`src/rtl/snwt_pkg.sv`:
```
// Shared types, constants and the token decode function for the Spanish number word block.
`default_nettype none

package snwt_pkg;

    // Payload widths.
    localparam int VALUE_W  = 30;
    localparam int CLASS_W  = 4;
    localparam int DIGIT_W  = 4;

    // Largest number that can be spelled; larger inputs saturate to it.
    localparam logic [VALUE_W-1:0] VALUE_MAX = 30'd999999999;

    // Binary to decimal conversion: nine BCD digits beside the binary word.
    localparam int BCD_DIGITS = 9;
    localparam int BCD_W      = 4 * BCD_DIGITS;
    localparam int SR_W       = BCD_W + VALUE_W;
    localparam int CNT_W      = $clog2(VALUE_W);
    localparam int STEP_NUM   = 6;

    // Word classes.
    localparam logic [CLASS_W-1:0] CL_CERO     = 4'd0;
    localparam logic [CLASS_W-1:0] CL_UNIT     = 4'd1;
    localparam logic [CLASS_W-1:0] CL_UN       = 4'd2;
    localparam logic [CLASS_W-1:0] CL_TEEN     = 4'd3;
    localparam logic [CLASS_W-1:0] CL_DIECI    = 4'd4;
    localparam logic [CLASS_W-1:0] CL_TENS     = 4'd5;
    localparam logic [CLASS_W-1:0] CL_VEINTI   = 4'd6;
    localparam logic [CLASS_W-1:0] CL_Y        = 4'd7;
    localparam logic [CLASS_W-1:0] CL_CIEN     = 4'd8;
    localparam logic [CLASS_W-1:0] CL_CIENTO   = 4'd9;
    localparam logic [CLASS_W-1:0] CL_HUNDREDS = 4'd10;
    localparam logic [CLASS_W-1:0] CL_MIL      = 4'd11;
    localparam logic [CLASS_W-1:0] CL_MILLON   = 4'd12;
    localparam logic [CLASS_W-1:0] CL_MILLONES = 4'd13;

    typedef enum logic [1:0] {
        ST_IDLE,
        ST_CONV,
        ST_ZERO,
        ST_EMIT
    } t_state;

    // Three-digit groups, in spelling order.
    typedef enum logic [1:0] {
        G_MILL,
        G_THOU,
        G_UNIT
    } t_group;

    // Token slots within one group, in spelling order.
    typedef enum logic [2:0] {
        STEP_HUND,
        STEP_TENS,
        STEP_Y,
        STEP_UNIT,
        STEP_SUF1,
        STEP_SUF2
    } t_step;

    typedef struct packed {
        logic               valid;
        logic [CLASS_W-1:0] cls;
        logic [DIGIT_W-1:0] dig;
        logic               shortf;
    } t_token;

    function automatic t_token mk_tok(logic [CLASS_W-1:0] cls, logic [DIGIT_W-1:0] dig,
                                      logic shortf);
        t_token k;
        k.valid  = 1'b1;
        k.cls    = cls;
        k.dig    = dig;
        k.shortf = shortf;
        return k;
    endfunction

    // Token, if any, that slot s of group g produces for digits h, t, u.
    // The caller skips groups whose three digits are all zero.
    function automatic t_token tok_at(t_step s, t_group g, logic [3:0] h, logic [3:0] t,
                                      logic [3:0] u);
        t_token k;
        logic   suffix;
        logic   one;
        logic   low_zero;
        logic   compound;
        k        = '0;
        suffix   = (g != G_UNIT);
        one      = (h == 4'd0) && (t == 4'd0) && (u == 4'd1);
        low_zero = (t == 4'd0) && (u == 4'd0);
        compound = (t >= 4'd3) && (u != 4'd0);
        case (s)
            STEP_HUND: begin
                if (h == 4'd1) begin
                    k = mk_tok(low_zero ? CL_CIEN : CL_CIENTO, 4'd0, 1'b0);
                end else if (h != 4'd0) begin
                    k = mk_tok(CL_HUNDREDS, h, 1'b0);
                end
            end
            STEP_TENS: begin
                if (!low_zero) begin
                    if (t == 4'd0) begin
                        if (u == 4'd1 && suffix) begin
                            // A group of exactly one is carried by its suffix alone.
                            if (!one) begin
                                k = mk_tok(CL_UN, 4'd1, 1'b1);
                            end
                        end else begin
                            k = mk_tok(CL_UNIT, u, 1'b0);
                        end
                    end else if (u == 4'd0) begin
                        k = mk_tok(CL_TENS, t, 1'b0);
                    end else if (t == 4'd1) begin
                        k = mk_tok((u > 4'd5) ? CL_DIECI : CL_TEEN, u, 1'b0);
                    end else if (t == 4'd2) begin
                        k = mk_tok(CL_VEINTI, u, (u == 4'd1) && suffix);
                    end else begin
                        k = mk_tok(CL_TENS, t, 1'b0);
                    end
                end
            end
            STEP_Y: begin
                if (compound) begin
                    k = mk_tok(CL_Y, 4'd0, 1'b0);
                end
            end
            STEP_UNIT: begin
                if (compound) begin
                    if (u == 4'd1 && suffix) begin
                        k = mk_tok(CL_UN, 4'd1, 1'b1);
                    end else begin
                        k = mk_tok(CL_UNIT, u, 1'b0);
                    end
                end
            end
            STEP_SUF1: begin
                if (g == G_MILL) begin
                    k = one ? mk_tok(CL_UN, 4'd1, 1'b1) : mk_tok(CL_MILLONES, 4'd0, 1'b0);
                end else if (g == G_THOU) begin
                    k = mk_tok(CL_MIL, 4'd0, 1'b0);
                end
            end
            STEP_SUF2: begin
                if (g == G_MILL && one) begin
                    k = mk_tok(CL_MILLON, 4'd0, 1'b0);
                end
            end
            default: begin
                k = '0;
            end
        endcase
        return k;
    endfunction

endpackage

`default_nettype wire

```
`src/rtl/snwt_ifs.sv`:
```
// Valid/ready stream interfaces for the number input and the word token output.
`default_nettype none

interface snwt_in_if;
    logic                          valid;
    logic                          ready;
    logic [snwt_pkg::VALUE_W-1:0]  value;

    modport source (output valid, output value, input ready);
    modport sink   (input valid, input value, output ready);
endinterface

interface snwt_out_if;
    logic                          valid;
    logic                          ready;
    logic [snwt_pkg::CLASS_W-1:0]  word_class;
    logic [snwt_pkg::DIGIT_W-1:0]  digit;
    logic                          short_form;
    logic                          last;

    modport source (output valid, output word_class, output digit, output short_form,
                    output last, input ready);
    modport sink   (input valid, input word_class, input digit, input short_form,
                    input last, output ready);
endinterface

`default_nettype wire

```
`src/rtl/spanish_number_word_tokens_core.sv`:
```
// Top level: spells a number of up to nine digits as a run of Spanish word tokens.
// Order: a nonzero number is first converted to BCD by shift-add-3 steps, then its groups
// and slots are walked, empty ones skipped, and each token goes through the output register;
// zero gives its single cero token through the output register.
// A new number is accepted only when the sequencer is idle, after every token of the last
// one has been loaded, and the walk waits while the sink stalls.
// Reset: synchronous, active low; it clears the sequencer and the output valid flag.
`default_nettype none

module spanish_number_word_tokens_core (
    input  wire               i_clk,
    input  wire               i_rst_n,
    snwt_in_if.sink           i_in,
    snwt_out_if.source        o_out
);

    // Sequencer state and the group/slot walk used while emitting tokens.
    snwt_pkg::t_state r_state, n_state;
    snwt_pkg::t_group r_grp;
    snwt_pkg::t_step  r_step;
    logic [snwt_pkg::CNT_W-1:0] r_cnt;

    // Combined BCD and binary shift register of the double-dabble converter.
    // The BCD digits sit in the upper bits; after the last shift they hold the
    // decimal value and stay put while the tokens are emitted.
    logic [snwt_pkg::SR_W-1:0] r_sr;
    logic [snwt_pkg::SR_W-1:0] sr_adj;

    // Output register; it decouples token generation from the sink.
    logic                          r_ov;
    logic [snwt_pkg::CLASS_W-1:0]  r_cls;
    logic [snwt_pkg::DIGIT_W-1:0]  r_dig;
    logic                          r_short;
    logic                          r_last;

    // Control from the output decoder.
    logic in_ready;
    logic conv_en;
    logic out_load;
    logic zero_load;
    logic step_adv;
    logic grp_adv;

    logic                          in_fire;
    logic [snwt_pkg::VALUE_W-1:0]  in_sat;
    logic                          slot_free;
    logic                          conv_done;
    logic                          walk_end;

    logic [3:0]                    dg_h, dg_t, dg_u;
    logic                          grp_zero;
    logic                          units_zero, thou_zero;
    snwt_pkg::t_group              final_grp;
    snwt_pkg::t_token              tok;
    snwt_pkg::t_token              vm_tok;
    logic [snwt_pkg::STEP_NUM-1:0] vmask;
    logic                          later_any;
    logic                          tok_last;

    assign in_fire   = i_in.valid && in_ready;
    assign in_sat    = (i_in.value > snwt_pkg::VALUE_MAX) ? snwt_pkg::VALUE_MAX : i_in.value;
    assign slot_free = !r_ov || o_out.ready;
    assign conv_done = (r_cnt == snwt_pkg::CNT_W'(snwt_pkg::VALUE_W - 1));

    // One double-dabble iteration: every BCD digit of five or more gets three added,
    // then the whole register shifts left by one bit.
    always_comb begin
        sr_adj = r_sr;
        for (int i = 0; i < snwt_pkg::BCD_DIGITS; i++) begin
            if (r_sr[snwt_pkg::VALUE_W + 4*i +: 4] >= 4'd5) begin
                sr_adj[snwt_pkg::VALUE_W + 4*i +: 4] = r_sr[snwt_pkg::VALUE_W + 4*i +: 4] + 4'd3;
            end
        end
    end

    // Digits of the group being walked.
    always_comb begin
        case (r_grp)
            snwt_pkg::G_MILL: begin
                dg_h = r_sr[snwt_pkg::VALUE_W + 32 +: 4];
                dg_t = r_sr[snwt_pkg::VALUE_W + 28 +: 4];
                dg_u = r_sr[snwt_pkg::VALUE_W + 24 +: 4];
            end
            snwt_pkg::G_THOU: begin
                dg_h = r_sr[snwt_pkg::VALUE_W + 20 +: 4];
                dg_t = r_sr[snwt_pkg::VALUE_W + 16 +: 4];
                dg_u = r_sr[snwt_pkg::VALUE_W + 12 +: 4];
            end
            default: begin
                dg_h = r_sr[snwt_pkg::VALUE_W + 8 +: 4];
                dg_t = r_sr[snwt_pkg::VALUE_W + 4 +: 4];
                dg_u = r_sr[snwt_pkg::VALUE_W +: 4];
            end
        endcase
    end

    assign grp_zero   = (dg_h == 4'd0) && (dg_t == 4'd0) && (dg_u == 4'd0);
    assign units_zero = (r_sr[snwt_pkg::VALUE_W +: 12] == 12'd0);
    assign thou_zero  = (r_sr[snwt_pkg::VALUE_W + 12 +: 12] == 12'd0);

    // The last token of the number belongs to the lowest nonzero group.
    always_comb begin
        if (!units_zero) begin
            final_grp = snwt_pkg::G_UNIT;
        end else if (!thou_zero) begin
            final_grp = snwt_pkg::G_THOU;
        end else begin
            final_grp = snwt_pkg::G_MILL;
        end
    end

    // Token of the current slot, and which slots of this group produce anything,
    // so that the last token can be flagged without looking ahead in time.
    assign tok = snwt_pkg::tok_at(r_step, r_grp, dg_h, dg_t, dg_u);

    always_comb begin
        vm_tok = '0;
        for (int s = 0; s < snwt_pkg::STEP_NUM; s++) begin
            vm_tok   = snwt_pkg::tok_at(snwt_pkg::t_step'(3'(s)), r_grp, dg_h, dg_t, dg_u);
            vmask[s] = vm_tok.valid;
        end
    end

    always_comb begin
        later_any = 1'b0;
        for (int s = 0; s < snwt_pkg::STEP_NUM; s++) begin
            if (3'(s) > r_step) begin
                later_any = later_any | vmask[s];
            end
        end
    end

    assign tok_last = (r_grp == final_grp) && !later_any;

    // The walk ends after the last slot of the units group, or when the units group
    // is empty and gets skipped as a whole.
    assign walk_end = (r_grp == snwt_pkg::G_UNIT) &&
                      (grp_zero || (r_step == snwt_pkg::STEP_SUF2 && step_adv));

    // Next state.
    always_comb begin
        n_state = r_state;
        case (r_state)
            snwt_pkg::ST_IDLE: begin
                if (in_fire) begin
                    n_state = (in_sat == '0) ? snwt_pkg::ST_ZERO : snwt_pkg::ST_CONV;
                end
            end
            snwt_pkg::ST_CONV: begin
                if (conv_done) begin
                    n_state = snwt_pkg::ST_EMIT;
                end
            end
            snwt_pkg::ST_ZERO: begin
                if (slot_free) begin
                    n_state = snwt_pkg::ST_IDLE;
                end
            end
            snwt_pkg::ST_EMIT: begin
                if (walk_end) begin
                    n_state = snwt_pkg::ST_IDLE;
                end
            end
            default: begin
                n_state = snwt_pkg::ST_IDLE;
            end
        endcase
    end

    // Control outputs of the sequencer.
    always_comb begin
        in_ready  = 1'b0;
        conv_en   = 1'b0;
        out_load  = 1'b0;
        zero_load = 1'b0;
        step_adv  = 1'b0;
        grp_adv   = 1'b0;
        case (r_state)
            snwt_pkg::ST_IDLE: begin
                in_ready = 1'b1;
            end
            snwt_pkg::ST_CONV: begin
                conv_en = 1'b1;
            end
            snwt_pkg::ST_ZERO: begin
                zero_load = slot_free;
            end
            snwt_pkg::ST_EMIT: begin
                if (grp_zero) begin
                    grp_adv = 1'b1;
                end else begin
                    // A slot with no word moves on at once; a word waits for room.
                    out_load = tok.valid && slot_free;
                    step_adv = !tok.valid || slot_free;
                    grp_adv  = step_adv && (r_step == snwt_pkg::STEP_SUF2);
                end
            end
            default: begin
                in_ready = 1'b0;
            end
        endcase
    end

    // Sequencer registers.
    always_ff @(posedge i_clk) begin
        if (!i_rst_n) begin
            r_state <= snwt_pkg::ST_IDLE;
            r_grp   <= snwt_pkg::G_MILL;
            r_step  <= snwt_pkg::STEP_HUND;
            r_cnt   <= '0;
        end else begin
            r_state <= n_state;
            if (in_fire) begin
                r_grp  <= snwt_pkg::G_MILL;
                r_step <= snwt_pkg::STEP_HUND;
                r_cnt  <= '0;
            end else begin
                if (conv_en) begin
                    r_cnt <= r_cnt + 1'b1;
                end
                if (grp_adv) begin
                    r_grp  <= snwt_pkg::t_group'(r_grp + 2'd1);
                    r_step <= snwt_pkg::STEP_HUND;
                end else if (step_adv) begin
                    r_step <= snwt_pkg::t_step'(r_step + 3'd1);
                end
            end
        end
    end

    // Converter datapath.
    always_ff @(posedge i_clk) begin
        if (in_fire) begin
            r_sr <= {{snwt_pkg::BCD_W{1'b0}}, in_sat};
        end else if (conv_en) begin
            r_sr <= {sr_adj[snwt_pkg::SR_W-2:0], 1'b0};
        end
    end

    // Output beat register.
    always_ff @(posedge i_clk) begin
        if (!i_rst_n) begin
            r_ov <= 1'b0;
        end else if (out_load || zero_load) begin
            r_ov <= 1'b1;
        end else if (o_out.ready) begin
            r_ov <= 1'b0;
        end
    end

    always_ff @(posedge i_clk) begin
        if (zero_load) begin
            r_cls   <= snwt_pkg::CL_CERO;
            r_dig   <= '0;
            r_short <= 1'b0;
            r_last  <= 1'b1;
        end else if (out_load) begin
            r_cls   <= tok.cls;
            r_dig   <= tok.dig;
            r_short <= tok.shortf;
            r_last  <= tok_last;
        end
    end

    assign i_in.ready       = in_ready;
    assign o_out.valid      = r_ov;
    assign o_out.word_class = r_cls;
    assign o_out.digit      = r_dig;
    assign o_out.short_form = r_short;
    assign o_out.last       = r_last;

endmodule

`default_nettype wire

```
`src/flat_wrapper.sv`:
```
// flat-port wrapper written by rule: the top's interface ports become plain ports
module spanish_number_word_tokens_core_flat 
  (i_clk, i_rst_n, i_in_valid, i_in_value, i_in_ready, o_out_valid, o_out_word_class, o_out_digit, o_out_short_form, o_out_last, o_out_ready);
  snwt_in_if i_in_i ();
  snwt_out_if o_out_i ();
  input  wire i_clk;
  input  wire i_rst_n;
  input wire logic [$bits(i_in_i.valid)-1:0] i_in_valid;
  input wire logic [$bits(i_in_i.value)-1:0] i_in_value;
  output wire logic [$bits(i_in_i.ready)-1:0] i_in_ready;
  output wire logic [$bits(o_out_i.valid)-1:0] o_out_valid;
  output wire logic [$bits(o_out_i.word_class)-1:0] o_out_word_class;
  output wire logic [$bits(o_out_i.digit)-1:0] o_out_digit;
  output wire logic [$bits(o_out_i.short_form)-1:0] o_out_short_form;
  output wire logic [$bits(o_out_i.last)-1:0] o_out_last;
  input wire logic [$bits(o_out_i.ready)-1:0] o_out_ready;
  assign i_in_i.valid = i_in_valid;
  assign i_in_i.value = i_in_value;
  assign i_in_ready = i_in_i.ready;
  assign o_out_valid = o_out_i.valid;
  assign o_out_word_class = o_out_i.word_class;
  assign o_out_digit = o_out_i.digit;
  assign o_out_short_form = o_out_i.short_form;
  assign o_out_last = o_out_i.last;
  assign o_out_i.ready = o_out_ready;
  spanish_number_word_tokens_core u_core (.i_clk(i_clk), .i_rst_n(i_rst_n), .i_in(i_in_i), .o_out(o_out_i));
endmodule
```
`config.mk`:
```
export PLATFORM = sky130hd
export DESIGN_NAME = spanish_number_word_tokens_core_flat
export DESIGN_NICKNAME = d
export VERILOG_FILES = /design/src/rtl/snwt_pkg.sv /design/src/rtl/snwt_ifs.sv /design/src/rtl/spanish_number_word_tokens_core.sv /design/src/flat_wrapper.sv
export SDC_FILE = /design/constraint.sdc
export NUM_CORES = 1
export LEC_CHECK = 0
export CAP_MARGIN = 20
export CORE_ASPECT_RATIO = 0.8
export CORE_MARGIN = 3
export CORE_UTILIZATION = 45
export DETAILED_ROUTE_END_ITERATION = 8
export DONT_BUFFER_PORTS = 1
export PLACE_DENSITY = 0.65
export SLEW_MARGIN = 10
export SYNTH_ARGS = -nofsm -noshare
export SYNTH_HDL_FRONTEND = slang
export SYNTH_SLANG_ARGS = --single-unit
```
`constraint.sdc`:
```
create_clock -name i_clk -period 5 [get_ports i_clk]
set_input_delay 0.75 -clock i_clk [delete_from_list [all_inputs] [get_ports i_clk]]
set_output_delay 0.75 -clock i_clk [all_outputs]
set_load 0.03 [all_outputs]
```
Word-level counts from Yosys, hierarchy flattened
Index checks and enable logic that the tools add are counted.
{ "classes": {"multipliers": 0, "eq_ne": 21, "n_shift": 0, "reduce_logical": 36, "muxes": 59, "n_addsub": 12, "bitwise": 6, "order_cmp": 18, "div": 0} }
{ "ops": {"columns": ["op", "n"], "rows": [
  ["10-bit two-way mux", 13],
  ["30-bit two-way mux", 3],
  ["10-bit one-hot mux with 6 select lines", 1],
  ["4-bit by 3-bit greater-or-equal comparator with 1-bit output (second input constant)", 9],
  ["4-bit by 2-bit adder with 4-bit output (second input constant)", 8],
  ["4-bit two-way mux", 8],
  ["30-bit > comparator (second input constant)", 1],
  ["30-bit zero test", 1],
  ["12-bit zero test", 2],
  ["4-bit one-hot mux with 2 select lines", 3],
  ["1-bit two-way mux", 19],
  ["7-bit two-way mux", 2],
  ["1-bit logical AND", 13],
  ["4-bit by 1-bit equality test with 1-bit output (second input constant)", 3],
  ["4-bit zero test", 3],
  ["2-bit two-way mux", 6],
  ["9-bit two-way mux", 1],
  ["2-bit by 1-bit inequality test with 1-bit output (second input constant)", 4],
  ["2-bit one-hot mux with 4 select lines", 1],
  ["4-bit nonzero test", 2],
  ["2-bit equality test (second input constant)", 3],
  ["3-bit by 2-bit equality test with 1-bit output (second input constant)", 2],
  ["3-bit equality test (second input constant)", 2],
  ["1-bit by 3-bit > comparator with 1-bit output (first input constant)", 2],
  ["other kinds (25)", 40]
]} }
{ "totals": {"latchBits": 0, "inputBits": 34, "ramBits": 0, "reg_bits": 89, "mem_bits_ro": 0, "mem_count": 0} }

Depth between registers and ports, before layout
{ "logic_depth": {"depth_word": 21, "depth_mapped": 13} }

Worst setup path after synthesis
No wires, ideal clock.
{ "synth_path": {"path_type": "register -> register", "from": "register u_core.r_grp[0]", "to": "register u_core.r_dig (netlist bit u_core.o_out.digit[0])", "path_stages_with_launch": 13, "setup_ns": 0.088, "arrival_time_ns": 2.703, "setup_slack_ns": 2.209, "n_path_buf": 2, "path_cell_list": "dfxtp_1 -> inv_1 -> ha_1 -> buf_6 -> a22o_1 -> nor2_2 -> nand4_2 -> or4_4 -> nand3_2 -> o211a_4 -> buf_6 -> nor2_1 -> a311oi_2"} }
{ "synth_between": {"elab_chain_len": 13, "elab_cells_between_ends": 43, "classes_between": "order compare: 1; eq/ne: 6; mux: 22; reduce/logical: 14"} }
{ "synth_lines": {"columns": ["item", "line", "rtl"], "rows": [
  ["from (decl)", "spanish_number_word_tokens_core.sv:19", "snwt_pkg::t_group r_grp;"],
  ["from (signal assigned)", "spanish_number_word_tokens_core.sv:208", "r_grp <= snwt_pkg::G_MILL;"],
  ["from (signal assigned)", "spanish_number_word_tokens_core.sv:214", "r_grp <= snwt_pkg::G_MILL;"],
  ["from (signal assigned)", "spanish_number_word_tokens_core.sv:222", "r_grp <= snwt_pkg::t_group'(r_grp + 2'd1);"],
  ["2-bit by 1-bit equality test with 1-bit output / 2-bit zero test (equally long branches)", null, null],
  ["4-bit one-hot mux with 2 select lines", "spanish_number_word_tokens_core.sv:78", "case (r_grp)"],
  ["4-bit zero test (on tied branches)", null, null],
  ["1-bit logical AND", null, null],
  ["1-bit logical AND", "snwt_pkg.sv:89", "one = (h == 4'd0) && (t == 4'd0) && (u == 4'd1);"],
  ["10-bit two-way mux", "snwt_pkg.sv:105", "if (!one) begin"],
  ["10-bit two-way mux (3 in a row)", null, null],
  ["10-bit one-hot mux with 6 select lines", "snwt_pkg.sv:92", "case (s)"],
  ["1-bit logical AND", "spanish_number_word_tokens_core.sv:193", "out_load = tok.valid && slot_free;"],
  ["1-bit two-way mux", "spanish_number_word_tokens_core.sv:189", "if (grp_zero) begin"],
  ["1-bit two-way mux", "spanish_number_word_tokens_core.sv:178", "case (r_state)"],
  ["to (signal assigned)", "spanish_number_word_tokens_core.sv:259", "r_dig <= tok.dig;"],
  ["to (decl)", "spanish_number_word_tokens_core.sv:32", "logic [snwt_pkg::DIGIT_W-1:0] r_dig;"]
]} }
Parallel ways exist; a longest one is shown, timed or not.
A chain may end at the register's enable or synchronous reset.

Worst setup path in the final report
{ "layout_path": {"from": "register u_core.r_grp[0]", "to": "register u_core.r_last (netlist: u_core.o_out.last)"} }
{ "layout_between": {"elab_chain_len": 21, "elab_cells_between_ends": 51, "classes_between": "order compare: 1; eq/ne: 5; mux: 24; bitwise: 5; reduce/logical: 16"} }
{ "layout_lines": {"columns": ["item", "line", "rtl"], "rows": [
  ["2-bit by 1-bit equality test with 1-bit output / 2-bit zero test (equally long branches)", null, null],
  ["4-bit one-hot mux with 2 select lines", "spanish_number_word_tokens_core.sv:78", null],
  ["4-bit zero test (on tied branches)", null, null],
  ["1-bit logical AND", null, null],
  ["1-bit logical AND", "snwt_pkg.sv:89", null],
  ["10-bit two-way mux", "snwt_pkg.sv:105", null],
  ["10-bit two-way mux", "snwt_pkg.sv:103", "if (u == 4'd1 && suffix) begin"],
  ["10-bit two-way mux", "snwt_pkg.sv:102", "if (t == 4'd0) begin"],
  ["[... 5 more ...]", null, null],
  ["1-bit OR", "spanish_number_word_tokens_core.sv:128", "later_any = later_any | vmask[s];"],
  ["1-bit two-way mux", "spanish_number_word_tokens_core.sv:127", "if (3'(s) > r_step) begin"],
  ["1-bit OR", "spanish_number_word_tokens_core.sv:128", null],
  ["1-bit two-way mux", "spanish_number_word_tokens_core.sv:127", null],
  ["1-bit OR", "spanish_number_word_tokens_core.sv:128", null],
  ["1-bit two-way mux", "spanish_number_word_tokens_core.sv:127", null],
  ["1-bit zero test", "spanish_number_word_tokens_core.sv:133", "assign tok_last = (r_grp == final_grp) && !later_any;"],
  ["1-bit logical AND", "spanish_number_word_tokens_core.sv:133", null],
  ["to (signal assigned)", "spanish_number_word_tokens_core.sv:261", "r_last <= tok_last;"],
  ["to (decl)", "spanish_number_word_tokens_core.sv:34", "logic r_last;"]
]} }
Parallel ways exist; a longest one is shown, timed or not.

==> reports/qor_table.md <==
| Parameter | This run | Unit |
|---|---|---|
| Clock sinks | 89 | - |
| Reg-to-reg critical path startpoint | u_core.r_grp[0]$_SDFFE_PP0P_ | - |
| Setup repair after global routing missed its margin | no | - |
| CP Class | reg2reg | - |
| Proportion of register bits with asynchronous set or reset after synthesis | 0 | - |
| Floorplan Core Area | 11740 | um^2 |
| Setup WS pre-CTS | 1.574 | ns |
| Ordered list of cells on the worst path | inv_1, ha_1, a22o_1, nor2_2, nand4_2, or4_4, nand3_2, o211a_4, nor2b_1, a211o_1 | - |
| Data required time at the worst endpoint | 5.24 | ns |
| Largest cells by area after synthesis | sky130_fd_sc_hd__dfxtp_1 21%, sky130_fd_sc_hd__edfxtp_1 16%, sky130_fd_sc_hd__ha_1 7.0% | - |
| TritonCTS clock tree | built | - |
| TritonCTS Buffers | 9 | - |
| Portion of the clock cycle consumed by the worst path in the final layout | 0.6884 | - |
| Number of synthesized register bits | 89 | - |
| Count of H-tree levels built during CTS | 3 | - |
| Area enclosed by the die boundary | 13610 | um^2 |
| Startpoint Class | register | - |
| Remaining design rule violation count | 0 | - |
| Number of violations of the max-capacitance limit | 0 | - |
| Shortest clock period the worst path allows after layout | 3.442 | ns |
| CP arrival | 3.68 | ns |
| Clock-pin slew reported for the worst setup and hold paths after clock tree synthesis | 0.06 | ns |
| Number of cells produced by synthesis | 675 | - |
| Clock root buffer master | sky130_fd_sc_hd__clkbuf_16 | - |
| Number of core rows | 35 | - |
| Register area share after synthesis | 0.3782 | - |
| RR Endpoint | u_core.o_out.last$_SDFFE_PP1P_ | - |
| Routability congestion estimate | 0.9659 | - |
| Number of nets at the end of the flow | 721 | - |
| CP Capture Type | register | - |
| Die boundary width | 129.7 | um |
| Reg2reg setup slack | 1.56 | ns |
| Hold depth | 2 | - |
| Detailed router's first-iteration violation count | 467 | - |
| Final Skew | 0.01129 | ns |
| Worst voltage drop across the vdd grid | 180.1 | uV |
| Hold bufs inserted after CTS | 0 | - |
| Post-CTS Setup Repair Bufs | 0 | - |
| Hold Violations, Final | 0 | - |
| Post-Synthesis Mean Instance Area | 8.156 | um^2 |
| Headroom to the max-slew limit | 0.3708 | - |
| Library cell with the largest summed area after synthesis | sky130_fd_sc_hd__dfxtp_1 | - |
| Count of final max-slew check failures | 0 | - |
| Final Power | 1.884 | mW |
| Vias after detailed routing | 4868 | - |
| Post-synth EDFFs | 30 | - |
| Count of cells along the worst register-to-register path | 10 | - |
| Fraction of post-synthesis cell area in the top cell type by area | 0.2145 | - |
| HPWL Detailed | 10270 | um |
| Fmax | 290.5 | MHz |
| Initial cell density of the core | 0.4691 | - |
| Clock Tree Buf Depth | 2 | - |
| Outcome | completed | - |
| Combinational group share of total power | 0.127 | - |
| Routed Wire Length | 14080 | um |
| Power dissipated by switching net loads | 525.1 | uW |
| Part of the total power dissipated in the clock network | 0.391 | - |
| Vias per inst | 6.017 | - |
| Commonest register cell after synthesis | sky130_fd_sc_hd__dfxtp_1 | - |
| Final setup viols | 0 | - |
| Cell at the slowest stage of the critical path | sky130_fd_sc_hd__or4_4 | - |
| Antenna violation net count after detailed routing | 0 | - |
| Drt first pass iters | 5 | - |
| Detail-routed net length per standard cell | 17.41 | um |
| Post-CTS Resized | 0 | - |
| Switching power as a share of total power | 0.2787 | - |
| CP max stage delay | 0.61 | ns |
| Clock latency on the worst-skew pair | 0.35 | ns |
| Worst Hold Launch | u_core.r_sr[29]$_DFFE_PP_ | - |
| Number of top-level design ports | 46 | - |
| Number of different library cells in the post-synthesis netlist | 60 | - |
| Mapped cell area | 5505 | um^2 |
| Worst-Margin Slew | 0.9415 | ns |
| Largest net degree at the start of global routing | 63 | - |
| Total leakage power | 2.198 | nW |
| Post-synthesis net count | 740 | - |
| Inserted Diodes | 0 | - |
| Highest-count cells in the layout ignoring fill and taps | 92 x sky130_fd_sc_hd__nand2_1, 67 x sky130_fd_sc_hd__o21ai_0, 59 x sky130_fd_sc_hd__dfxtp_1 | - |
| Antenna violations before repair | 0 | - |
| Layout overhead on the synthesized area | 6.864 | % |
| Most common cell after layout, fill and taps aside | sky130_fd_sc_hd__nand2_1 | - |
| Floorplan die height | 104.9 | um |
| Count of synthesis-stage warnings from yosys | 0 | - |
| Overall Global Routing Usage | 0.2124 | - |
| Vias in the first global route | 4506 | - |
| First-pass GRT wire length | 23360 | um |
| Sink of the worst hold path | u_core.r_sr[30]$_SDFFE_PP0P_ | - |
| Final setup slack of the worst path | 1.558 | ns |
| CP max FO | 21 | - |
| Setup TNS | 0 | ns |
| IO Port Bufs | 0 | - |
| Hold Slack | 0.4447 | ns |
| Share of final-layout standard cells stronger than drive strength 1 | 0.06354 | - |
| Proportion of power drawn by flip-flops and latches | 0.481 | - |
| Cell internal power dissipation | 1.359 | mW |
| Power density relative to cell area | 320.3 | nW/um^2 |
| Grt total ovfl | 0 | - |
| Classification of the worst-slack hold path | reg2reg | - |
## layout make-up
cell class                 instances  area [um^2]
inverter                          26        97.59
clock buffer                       9        225.2
clock inverter                     7        92.59
sequential                        89         2082
fill                            1116         5853
multi-input combinational        525         3163
timing repair buffer               5        37.54
tap                              148        185.2
## layer usage
layer	routed length (um)	track usage	share of wire	vias to the layer above
li1	-	-	-	2405
met4	224	0.05712	0.016	0
met3	827	0.04446	0.059	20
met1	7022	0.3237	0.50	2288
met2	6007	0.3021	0.43	155
met5	0	0	0	-
## worst max path at each step
| stage | from | endpoint | slack (ns) | depth (start not counted) |
|---|---|---|---|---|
| finish | u_core.r_grp[0]$_SDFFE_PP0P_ | u_core.o_out.last$_SDFFE_PP1P_ | 1.56 | 10 |
| global route | u_core.r_grp[0]$_SDFFE_PP0P_ | u_core.o_out.word_class[2]$_SDFFE_PP0P_ | 1.21 | 10 |
| CTS | u_core.r_grp[1]$_SDFFE_PP0P_ | u_core.o_out.last$_SDFFE_PP1P_ | 1.55 | 10 |
| detailed placement | u_core.r_grp[1]$_SDFFE_PP0P_ | u_core.o_out.last$_SDFFE_PP1P_ | 1.57 | 10 |
| global placement | u_core.r_grp[0]$_SDFFE_PP0P_ | u_core.o_out.last$_SDFFE_PP1P_ | 1.63 | 10 |
| floorplan | u_core.r_grp[0]$_SDFFE_PP0P_ | u_core.o_out.digit[0]$_SDFFE_PP0P_ | 2.21 | 12 |
## metrics by stage
stage	instances	area [um^2]	utilization
final	809	5883	0.5013
after global routing	809	5883	0.5013
after CTS	809	5883	0.5013
after detailed placement	793	5565	0.4742
after global placement	793	5565	0.4742
after floorplan	675	5505	-
## cells in the mapped netlist (2+ instances only)
master / instances
sky130_fd_sc_hd__or4_1: 2
sky130_fd_sc_hd__ha_1: 31
sky130_fd_sc_hd__o21ai_1: 11
sky130_fd_sc_hd__a211oi_1: 14
sky130_fd_sc_hd__a31oi_1: 6
sky130_fd_sc_hd__a311oi_2: 2
sky130_fd_sc_hd__nand4_1: 13
sky130_fd_sc_hd__a22o_1: 12
sky130_fd_sc_hd__dfxtp_1: 59
sky130_fd_sc_hd__xnor2_1: 12
sky130_fd_sc_hd__buf_6: 4
sky130_fd_sc_hd__xor2_1: 11
sky130_fd_sc_hd__nand4b_1: 2
sky130_fd_sc_hd__a21oi_2: 9
sky130_fd_sc_hd__buf_1: 3
sky130_fd_sc_hd__nor2_1: 58
sky130_fd_sc_hd__nor4_1: 8
sky130_fd_sc_hd__a22oi_1: 2
sky130_fd_sc_hd__o31a_1: 2
sky130_fd_sc_hd__o22ai_1: 4
sky130_fd_sc_hd__and4_1: 4
sky130_fd_sc_hd__nor3_1: 12
sky130_fd_sc_hd__o21a_1: 2
sky130_fd_sc_hd__clkbuf_1: 25
sky130_fd_sc_hd__inv_1: 25
sky130_fd_sc_hd__nor2_2: 2
sky130_fd_sc_hd__nor2b_1: 7
sky130_fd_sc_hd__nor3b_1: 2
sky130_fd_sc_hd__o32ai_1: 8
sky130_fd_sc_hd__nor4b_1: 2
sky130_fd_sc_hd__a221oi_1: 2
sky130_fd_sc_hd__buf_2: 3
sky130_fd_sc_hd__and2_1: 4
sky130_fd_sc_hd__edfxtp_1: 30
sky130_fd_sc_hd__nand3_1: 40
sky130_fd_sc_hd__nand2_1: 92
sky130_fd_sc_hd__a21oi_1: 44
sky130_fd_sc_hd__a21o_1: 6
sky130_fd_sc_hd__o21ai_0: 67
sky130_fd_sc_hd__nand2b_1: 12
sky130_fd_sc_hd__o31ai_1: 2
## sequential cells by signal, summed over array words and instances, names as in the netlist
register	cells
u_core.r_grp	2
u_core.r_step	3
u_core.o_out.digit	4
u_core.o_out.valid	1
u_core.o_out.last	1
u_core.r_cnt	5
u_core.r_state	2
u_core.o_out.word_class	4
u_core.o_out.short_form	1
u_core.r_sr	66
## cell families (layout without fill, tap and decap cells)
| logic type | after synthesis | in the layout | synth area share |
|---|---|---|---|
| compound gates | 205 | 205 | 0.2366 |
| xor+xnor | 23 | 23 | 0.03659 |
| fa+ha+maj | 31 | 31 | 0.07045 |
| buf+inv | 61 | 47 | 0.04773 |
| flops | 89 | 89 | 0.3782 |
| simple gates | 266 | 266 | 0.2305 |
## power by group through the flow
stage / logic [mW] / registers [mW] / clock network [mW]
5_1_grt: 0.274 / 0.915 / 0.789
6_report: 0.240 / 0.907 / 0.738
2_1_floorplan: 0.195 / 0.903 / 0
3_3_place_gp: 0.233 / 0.919 / 0
4_1_cts: 0.243 / 0.907 / 0.755
3_5_place_dp: 0.242 / 0.923 / 0
## critical path, delay by kind of cell (launching register included)
| kind | cells | cell delay (ns) |
|---|---|---|
| AOI/OAI and AO/OA | 3 | 0.91 |
| adders and majority gates | 1 | 0.46 |
| buffers and inverters | 1 | 0.10 |
| DFF | 1 | 0.41 |
| and+or+nand+nor | 5 | 1.46 |
Power figures use the tool's default switching activity.
